$ cat src/hdl/bnn_pkg.sv
// ----------------------------------------------------------------------------
// BNN output layer package
// Shared types and constants for the binary output layer with argmax.
// ----------------------------------------------------------------------------
package bnn_pkg;

  localparam int CLASS_W = 4;
  localparam int ROW_W   = 64;
  localparam int BIAS_W  = 16;
  localparam int LOGIT_W = 17;
  localparam int LANES   = 8;
  localparam int LANE_W  = ROW_W / LANES;
  localparam int LCNT_W  = 4;
  localparam int PCNT_W  = 7;

  localparam logic CMD_LOAD     = 1'b0;
  localparam logic CMD_CLASSIFY = 1'b1;

  typedef enum logic [1:0] {
    ST_IDLE,
    ST_SCAN,
    ST_DRAIN
  } ctrl_state_t;

  typedef struct packed {
    logic load;
    logic capture;
    logic rd_en;
    logic rd_first;
    logic rd_last;
  } dp_cmd_t;

  typedef struct packed {
    logic done;
  } dp_status_t;

endpackage

$ cat src/hdl/bnn_output_layer_argmax.sv
// ----------------------------------------------------------------------------
// BNN output layer with argmax
// Loads per-class weight rows and biases, then classifies hidden vectors.
// ----------------------------------------------------------------------------
//  Channel   Handshake       Payload
//  input     start / busy    command, class_index, weight_row, bias,
//                            hidden_vector
//  result    done strobe     top_class, top_logit
//
// busy stays low for a load beat, so beats may follow back to back. A
// classify beat holds busy while one class row is read from the tables each
// cycle and then while a four-stage read, count, logit and compare pipeline
// drains. done pulses for one cycle, in the last cycle that busy is high.
// Reset clears the controller and the pipeline valids; the tables hold no
// meaningful value until loaded. The receiver cannot stall the result.
// ----------------------------------------------------------------------------
module bnn_output_layer_argmax
  import bnn_pkg::*;
#(
  parameter int NUM_CLASSES = 10,
  parameter int HIDDEN_BITS = 64
) (
  input  logic                      clk,
  input  logic                      rst,
  input  logic                      start,
  output logic                      busy,
  input  logic                      command,
  input  logic [CLASS_W-1:0]        class_index,
  input  logic [ROW_W-1:0]          weight_row,
  input  logic signed [BIAS_W-1:0]  bias,
  input  logic [ROW_W-1:0]          hidden_vector,
  output logic                      done,
  output logic [CLASS_W-1:0]        top_class,
  output logic signed [LOGIT_W-1:0] top_logit
);

  dp_cmd_t                        cmd;
  dp_status_t                     status;
  logic [$clog2(NUM_CLASSES)-1:0] rd_addr;

  bnn_ctrl #(
    .NUM_CLASSES(NUM_CLASSES)
  ) u_ctrl (
    .clk     (clk),
    .rst     (rst),
    .start   (start),
    .command (command),
    .status  (status),
    .busy    (busy),
    .cmd     (cmd),
    .rd_addr (rd_addr)
  );

  bnn_datapath #(
    .NUM_CLASSES(NUM_CLASSES),
    .HIDDEN_BITS(HIDDEN_BITS)
  ) u_datapath (
    .clk             (clk),
    .rst             (rst),
    .cmd             (cmd),
    .rd_addr         (rd_addr),
    .class_index     (class_index),
    .weight_row      (weight_row),
    .bias            (bias),
    .hidden_vector   (hidden_vector),
    .status          (status),
    .top_class       (top_class),
    .top_logit       (top_logit)
  );

  assign done = status.done;

endmodule

$ cat src/hdl/bnn_ctrl.sv
// ----------------------------------------------------------------------------
// BNN controller
// Accepts commands, steps the class counter and waits for the result.
// ----------------------------------------------------------------------------
module bnn_ctrl
  import bnn_pkg::*;
#(
  parameter int NUM_CLASSES = 10
) (
  input  logic                           clk,
  input  logic                           rst,
  input  logic                           start,
  input  logic                           command,
  input  dp_status_t                     status,
  output logic                           busy,
  output dp_cmd_t                        cmd,
  output logic [$clog2(NUM_CLASSES)-1:0] rd_addr
);

  localparam int CW = $clog2(NUM_CLASSES);
  localparam logic [CW-1:0] LAST_CLASS = CW'(NUM_CLASSES - 1);

  ctrl_state_t   state, state_next;
  logic [CW-1:0] cnt, cnt_next;

  always_ff @(posedge clk) begin
    if (rst) begin
      state <= ST_IDLE;
      cnt   <= '0;
    end else begin
      state <= state_next;
      cnt   <= cnt_next;
    end
  end

  always_comb begin
    state_next = state;
    cnt_next   = cnt;
    unique case (state)
      ST_IDLE: begin
        cnt_next = '0;
        if (start && command == CMD_CLASSIFY) begin
          state_next = ST_SCAN;
        end
      end
      ST_SCAN: begin
        cnt_next = cnt + CW'(1);
        if (cnt == LAST_CLASS) begin
          state_next = ST_DRAIN;
          cnt_next   = '0;
        end
      end
      ST_DRAIN: begin
        if (status.done) begin
          state_next = ST_IDLE;
        end
      end
      default: begin
        state_next = ST_IDLE;
        cnt_next   = '0;
      end
    endcase
  end

  always_comb begin
    cmd     = '0;
    busy    = 1'b1;
    rd_addr = cnt;
    unique case (state)
      ST_IDLE: begin
        busy        = 1'b0;
        cmd.load    = start && command == CMD_LOAD;
        cmd.capture = start && command == CMD_CLASSIFY;
      end
      ST_SCAN: begin
        cmd.rd_en    = 1'b1;
        cmd.rd_first = cnt == '0;
        cmd.rd_last  = cnt == LAST_CLASS;
      end
      ST_DRAIN: begin
        busy = 1'b1;
      end
      default: begin
        busy = 1'b1;
      end
    endcase
  end

  // The result can only appear once every class has been issued.
  a_done_in_drain: assert property (@(posedge clk) disable iff (rst)
    status.done |-> state == ST_DRAIN)
    else $error("result strobe outside drain");

  a_classify_starts_scan: assert property (@(posedge clk) disable iff (rst)
    (state == ST_IDLE && start && command == CMD_CLASSIFY)
      |=> (state == ST_SCAN && cnt == '0))
    else $error("classify did not start the scan at class zero");

  a_scan_ends: assert property (@(posedge clk) disable iff (rst)
    (state == ST_SCAN && cnt == LAST_CLASS) |=> state == ST_DRAIN)
    else $error("scan did not end after the last class");

endmodule

$ cat src/hdl/bnn_datapath.sv
// ----------------------------------------------------------------------------
// BNN datapath
// Weight and bias tables, XNOR popcount pipeline and running argmax.
// ----------------------------------------------------------------------------
module bnn_datapath
  import bnn_pkg::*;
#(
  parameter int NUM_CLASSES = 10,
  parameter int HIDDEN_BITS = 64
) (
  input  logic                           clk,
  input  logic                           rst,
  input  dp_cmd_t                        cmd,
  input  logic [$clog2(NUM_CLASSES)-1:0] rd_addr,
  input  logic [CLASS_W-1:0]             class_index,
  input  logic [ROW_W-1:0]               weight_row,
  input  logic signed [BIAS_W-1:0]       bias,
  input  logic [ROW_W-1:0]               hidden_vector,
  output dp_status_t                     status,
  output logic [CLASS_W-1:0]             top_class,
  output logic signed [LOGIT_W-1:0]      top_logit
);

  localparam int AW = $clog2(NUM_CLASSES);
  localparam logic [ROW_W-1:0] USED_MASK = {ROW_W{1'b1}} >> (ROW_W - HIDDEN_BITS);

  logic [ROW_W-1:0]        weight_mem [NUM_CLASSES];
  logic [BIAS_W-1:0]       bias_mem   [NUM_CLASSES];
  logic [ROW_W-1:0]        hid;
  logic                    class_ok;

  // Stage 1: table read.
  logic                    v1, first1, last1;
  logic [AW-1:0]           cls1;
  logic [ROW_W-1:0]        row1;
  logic [BIAS_W-1:0]       bias1;
  // Stage 2: per-lane agreement counts.
  logic                    v2, first2, last2;
  logic [AW-1:0]           cls2;
  logic [LCNT_W-1:0]       lane_cnt2 [LANES];
  logic [LCNT_W-1:0]       lane_cnt_next [LANES];
  logic [BIAS_W-1:0]       bias2;
  // Stage 3: logit.
  logic                    v3, first3, last3;
  logic [AW-1:0]           cls3;
  logic signed [LOGIT_W-1:0] logit3, logit_next;
  logic [PCNT_W-1:0]       pcnt;
  // Running best.
  logic signed [LOGIT_W-1:0] best;
  logic [AW-1:0]           best_cls;
  logic                    done;
  logic                    take;
  logic [ROW_W-1:0]        agree;

  assign class_ok = {1'b0, class_index} < (CLASS_W + 1)'(NUM_CLASSES);

  always_ff @(posedge clk) begin
    if (cmd.load && class_ok) begin
      weight_mem[class_index[AW-1:0]] <= weight_row;
      bias_mem[class_index[AW-1:0]]   <= bias;
    end
    if (cmd.capture) begin
      hid <= hidden_vector;
    end
    if (cmd.rd_en) begin
      row1  <= weight_mem[rd_addr];
      bias1 <= bias_mem[rd_addr];
    end
  end

  assign agree = ~(hid ^ row1) & USED_MASK;

  always_comb begin
    logic [LCNT_W-1:0] c;
    for (int b = 0; b < LANES; b++) begin
      c = '0;
      for (int k = 0; k < LANE_W; k++) begin
        c = c + LCNT_W'(agree[b * LANE_W + k]);
      end
      lane_cnt_next[b] = c;
    end
  end

  always_comb begin
    logic [PCNT_W-1:0] s;
    s = '0;
    for (int b = 0; b < LANES; b++) begin
      s = s + PCNT_W'(lane_cnt2[b]);
    end
    pcnt = s;
  end

  // Logit is twice the agreement count, less the hidden width, plus the bias.
  assign logit_next = $signed({{(LOGIT_W - PCNT_W - 1){1'b0}}, pcnt, 1'b0})
                      - LOGIT_W'(HIDDEN_BITS)
                      + $signed({bias2[BIAS_W-1], bias2});

  // The first class is always taken; later ones only on a strictly larger logit.
  assign take = v3 && (first3 || logit3 > best);

  always_ff @(posedge clk) begin
    if (rst) begin
      v1   <= 1'b0;
      v2   <= 1'b0;
      v3   <= 1'b0;
      done <= 1'b0;
    end else begin
      v1   <= cmd.rd_en;
      v2   <= v1;
      v3   <= v2;
      done <= v3 && last3;
    end
  end

  always_ff @(posedge clk) begin
    first1 <= cmd.rd_first;
    last1  <= cmd.rd_last;
    cls1   <= rd_addr;
    first2 <= first1;
    last2  <= last1;
    cls2   <= cls1;
    bias2  <= bias1;
    for (int b = 0; b < LANES; b++) begin
      lane_cnt2[b] <= lane_cnt_next[b];
    end
    first3 <= first2;
    last3  <= last2;
    cls3   <= cls2;
    logit3 <= logit_next;
    if (take) begin
      best     <= logit3;
      best_cls <= cls3;
    end
  end

  assign status.done = done;
  assign top_class   = CLASS_W'(best_cls);
  assign top_logit   = best;

endmodule
$ cat config.mk
export PLATFORM = sky130hd
export DESIGN_NAME = bnn_output_layer_argmax
export DESIGN_NICKNAME = d
export VERILOG_FILES = /design/src/hdl/bnn_pkg.sv /design/src/hdl/bnn_output_layer_argmax.sv /design/src/hdl/bnn_ctrl.sv /design/src/hdl/bnn_datapath.sv
export SDC_FILE = /design/constraint.sdc
export NUM_CORES = 1
export LEC_CHECK = 0
export ABC_AREA = 1
export BUFFER_PORTS_ARGS = -buffer_cell sky130_fd_sc_hd__buf_2
export CORE_UTILIZATION = 40
export CTS_CLUSTER_SIZE = 16
export DETAILED_ROUTE_END_ITERATION = 10
export PLACE_DENSITY_LB_ADDON = 0.15
export SLEW_MARGIN = 20
export SYNTH_ARGS = -nofsm -noshare
export SYNTH_HDL_FRONTEND = slang
export SYNTH_SLANG_ARGS = --single-unit
$ cat constraint.sdc
create_clock -name clk -period 10.7 [get_ports clk]
set_input_delay 0.535 -clock clk [delete_from_list [all_inputs] [get_ports clk]]
set_output_delay 0.535 -clock clk [all_outputs]
set_load 0.05 [all_outputs]
* Yosys cells after proc, flatten, opt, wreduce, memory -nomap -nowiden
Memories as Yosys holds them, arrays and structs flattened. A register that Yosys moved wholly into a read port is not among the register bits.
Index checks and enable logic that the tools add are counted.
W data, S select, Z words.
** Storage, ports and cells
- Logic and storage cells :: 120
- Output and inout port bits :: 23
- RAM bits :: 832
- Register bits after elaboration :: 146
- Memories :: 3
- Input bits :: 152
** Memory list
- u_datapath.weight_mem :: words 10, bits a word 64, read ports 1, clocked after memory_dff 1, wr ports 1, RTL line bnn_datapath.sv:27 : logic [ROW_W-1:0] weight_mem [NUM_CLASSES];
- u_datapath.bias_mem :: words 10, bits a word 16, read ports 1, clocked after memory_dff 1, wr ports 1, RTL line bnn_datapath.sv:28 : logic [BIAS_W-1:0] bias_mem [NUM_CLASSES];
- u_datapath.lane_cnt2 :: words 8, bits a word 4, read ports 8, clocked after memory_dff 0, wr ports 8, RTL line bnn_datapath.sv:40 : logic [LCNT_W-1:0] lane_cnt2 [LANES];
** Operators by class
- Add/subtract/negate cells :: 66
- Eq/ne operators :: 6
- $lt $le $gt $ge :: 2
- Bitwise logic cells :: 3
- Reduce and logical (&&, ||, !) cells :: 9
- Muxes and demuxes :: 11
** Operators by type and width (count)
- $add A4 B1 Y4 :: 48
- $not A64 Y64 :: 1
- $xor A64 B64 Y64 :: 1
- $add A7 B4 Y7 :: 6
- $add A9 B16 Y17 :: 1
- $gt A17 B17 Y1 :: 1
- $add A1 B1 Y2 :: 8
- $sub A8 B7 Y9 const B :: 1
- $mux W2 :: 4
- $pmux W4 S2 :: 1
- $ne A2 B1 Y1 const B :: 3
- $pmux W2 S3 :: 1
- $add A4 B4 Y5 :: 1
- $logic_and A1 B1 Y1 :: 5
- $add A4 B1 Y4 const B :: 1
- $eq A4 B4 Y1 const B :: 1
- $logic_not A4 Y1 :: 1
- $lt A4 B4 Y1 const B :: 1
- $mux W4 :: 1
- $mux W1 :: 3
- $mux W3 :: 1
- $reduce_and A3 Y1 :: 1
- $eq A2 B1 Y1 const B :: 1
- $eq A2 B2 Y1 const B :: 1
- 3 further kinds :: 3

* Depth between registers and ports, before layout
An unclocked memory read counts as a cell.
- Word-level depth :: 10
- Gate-level depth with buffers :: 30
- Depth with buffers taken out :: 30

* Modules after synthesis
Synthesis repeated with hierarchy kept, for this count alone.
** Second synthesis, totals
- Cell total of the unflattened synthesis :: 2841
- Area, all modules :: 42474.5 µm²
** Modules (own cells, without submodules)
- bnn_datapath :: area each 42117.9 µm², cells each 2789, seq. area each 30719.5 µm², times used 1
- bnn_ctrl :: area each 356.6 µm², cells each 52, seq. area each 120.1 µm², times used 1

* Least setup slack after synthesis
OpenSTA, ideal clock, no wires.
- Path kind :: input port to flip-flop
- Start point :: input port class_index[1]
- End point :: memory u_datapath.bias_mem[2][0], enable pin
- Slack :: 1.622 ns
- Stages on the path :: 3
- Library setup time :: 0.716 ns
- Arrival time :: 8.362 ns
- Path through :: o21ai_0 -> nand2_1 -> nor4_1
** Between the ends
- Longest elaborated chain between the ends :: 4
** Ends and longest elaborated chain
- start, declared :: RTL line bnn_output_layer_argmax.sv:28 : input logic [CLASS_W-1:0] class_index,
- $lt A4 B4 Y1 :: RTL line bnn_datapath.sv:55 : assign class_ok = {1'b0, class_index} < (CLASS_W + 1)'(NUM_CLASSES);
- $logic_and A1 B1 Y1 :: RTL line bnn_datapath.sv:58 : if (cmd.load && class_ok) begin
- $mux W1 :: RTL line bnn_datapath.sv:58
- $mux W1 (not written as such) :: RTL line bnn_datapath.sv:60 : bias_mem[class_index[AW-1:0]] <= bias;
- end, declared :: RTL line bnn_datapath.sv:28
Parallel ways exist; a longest one is shown, timed or not.

==> results.yml <==
die:
  die_area_um2: 105000
  fp.dieH_um: 324.1
  start_util_pct: 40.55
  ios: 175
  core_um2: 102300
  die_w_um: 324.1
  num_rows: 117
finish:
  final_cell_mix: "edfxtp_1 (965), nor2_1 (426), o21ai_0 (407)"
  syn2layout_area_growth_pct: 14.93
  layout.cells.non_filler: 4656
  drive_gt1_share_pct: 11.93
  final_nets: 3466
  final_common_cell: "edfxtp_1"
drt:
  totalWireLength_mm: 106.0
  routed_via_density: 5.285
  drtIter0Drc: 1897
  drc: 0
  vias: 24610
  ant_nets: 0
  wire_per_inst_um: 22.77
  first_pass_iters: 5
worst_setup_path:
  startpoint_type: "register"
  path_max_fanout: 12
  critical_path_class: "register to register"
  cp_data_arrival_time_ps: 6300
  reg2reg_depth: 25
  endpoint_kind: "register"
  required_ps: 11260
clocking:
  cts.sinks: 1058
  clockBufferDepth: 3
  cts_root_buf: "clkbuf_16"
  numCtsBuffers: 110
  clk_latency_ps: 680
  hold_buffers: 12
  path_clk_slew_ps: 70
  cts_setup_buffers: 0
  tritoncts: "done"
  post_cts_resized: 0
  htreeDepth: 3
synth:
  async_flop_share_pct: 0
  ys_ff_latch: 1058
  syn-mean-instance-area_um2: 13.75
  synth_ff_type: "edfxtp_1"
  netlist_instances: 3017
  synth_edf_count: 965
  synth_area_um2: 41500
  syn_nets: 3289
  synth_cell_types: 36
  synth_seq_area_share_pct: 74.32
  yosysWarningCount: 0
sta:
  relSlewSlack_pct: 22.75
  rsz0062_at_grt: "no"
  fin_crit_sh_pct: 53.65
  slew_violations: 0
  worst_pin_slew_ps: 1159
  tns_ps: 0
  timing.fmax_mhz: 174.2
  clock_skew_ps: 14.93
  hold_viol: 0
  setup_viol_count_final: 0
  period_needed_ps: 5741
global_routing:
  grt_usage_pct: 20.29
  grt_pass1_vias: 24570
  grt_max_degree: 234
  antenna_found_initial: 13
  grt_pass1_wl_mm: 156.6
  grt_overflow: 0
status:
  status: "finished, final reports clean"
power_and_ir_drop:
  powerDensity_nw_per_um2: 361.6
  p_leak_nw: 16.69
  peakVddDrop_mv: 0.9484
hold_path:
  min_delay_path_depth: 1
  worstHoldPathType: "input pin to register"
placement:
  hpwl_mm: 54.44
  gp_congestion: 0.8109
  dpl.cell_count: 4438
  port_buffers: 174
job:
  drv_cap: 0
[layout make-up]
| type | count | area, µm² |
|---|---|---|
| well taps | 1368 | 1712 |
| inverters | 152 | 581.8 |
| fillers | 8969 | 54630 |
| multi-input cells | 1655 | 9592 |
| repair buffers | 217 | 1311 |
| clock buffers | 137 | 2938 |
| flip-flops and latches | 1058 | 30850 |
| clock inverters | 66 | 700.7 |
| diodes | 3 | 7.507 |
[path summary, 6_finish.rpt]
kind,startpoint,end,slack [ps]
worst max-delay path,u_datapath.lane_cnt2[0][0]$_DFF_P_,u_datapath.logit3[16]$_DFF_P_,4960
worst min-delay path,hidden_vector[3],u_datapath.hid[3]$_DFFE_PP_,50
worst max register to register,u_datapath.lane_cnt2[0][0]$_DFF_P_,u_datapath.logit3[16]$_DFF_P_,4960
worst min register to register,u_datapath.cls2[3]$_DFF_P_,u_datapath.cls3[3]$_DFF_P_,320
[cells in the mapped netlist, types with 2 or more instances]
cell type	number	area (µm²)
edfxtp_1	965	28980
nor2_1	435	1633
o21ai_0	407	2037
nand2_1	265	994.7
o22ai_1	160	1001
inv_1	151	566.8
clkbuf_1	134	503.0
dfxtp_1	93	1862
o211ai_1	83	623.1
ha_1	68	850.8
fa_1	52	1041
xnor2_1	45	394.1
xor2_1	42	367.9
nand3_1	41	205.2
a21oi_1	22	110.1
buf_1	11	41.29
nand2_2	7	43.79
buf_2	5	25.02
nand4_1	5	31.28
nor4_1	5	31.28
nand3b_1	3	22.52
a31oi_1	2	12.51
nand3_2	2	20.02
nor3_1	2	10.01
[critical path, cell delays in order, from the launching register on]
cell and delay (ps):
dfxtp_1 310, ha_1 230, fa_1 410, xor2_1 170
fa_1 480, inv_1 50, fa_1 490, fa_1 430
fa_1 490, inv_1 60, fa_1 400, nand3_1 110
nand3_1 70, nand2_1 90, nand2_1 250, ha_1 390
inv_1 60, ha_1 310, nand3_1 130, nor2_1 60
nor2_1 210, inv_1 100, nand3_1 130, nand3_1 80
nand2_1 60, nand2_1 50
[through the flow]
stage / hold WS [ps] / worst slack [ps] / total power [W] / util (%) / area [µm²]
finish: 48.05 / 4959 / 0.01725 / 46.61 / 47690
global route: 11.55 / 4642 / 0.01874 / 46.61 / 47690
CTS: 0.7220 / 4938 / 0.01737 / 46.60 / 47690
detailed placement: 312.1 / 4960 / 0.01350 / 42.93 / 43930
global placement: 310.3 / 5084 / 0.01320 / 42.93 / 43930
floorplan: 309.6 / 1622 / 0.01195 / - / 41500
[sequential cells by signal, indices dropped and copies added, names as in the netlist, 16 cells and up]
| signal | cells |
|---|---|
| u_datapath.bias2 | 16 |
| u_datapath.lane_cnt2 | 32 |
| u_datapath.bias1 | 16 |
| u_datapath.bias_mem | 160 |
| u_datapath.top_logit | 17 |
| u_datapath.weight_mem | 640 |
| u_datapath.logit3 | 17 |
| u_datapath.hid | 64 |
| u_datapath.row1 | 64 |
[kinds of logic (layout without fill, tap and decap cells)]
group	count (synthesis)	in the layout	synth area share (%)
AOI/OAI and AO/OA	679	679	9.205
xor gates and xnor gates	87	87	1.836
adders and majority gates	120	120	4.559
buffers and inverters	304	572	2.792
DFF	1058	1058	74.32
other	0	3	0
and+or+nand+nor	769	769	7.291
[per-layer routing]
| metal | track usage [%] | vias up | share of wire, % |
|---|---|---|---|
| met5 | 0 | - | 0.052 |
| met4 | 6.080 | 8 | 2.1 |
| met3 | 3.059 | 168 | 5.3 |
| met2 | 33.62 | 710 | 48 |
| met1 | 27.59 | 12430 | 44 |
| li1 | - | 11290 | - |
[where the power goes]
part / switching, W / internal (W)
logic: 0.00522 / 0.00326
clock network: 0.00156 / 0.00228
registers: 0.0000892 / 0.00484
total: 0.00687 / 0.0104
Note: power is estimated with default switching activity, not from simulation.
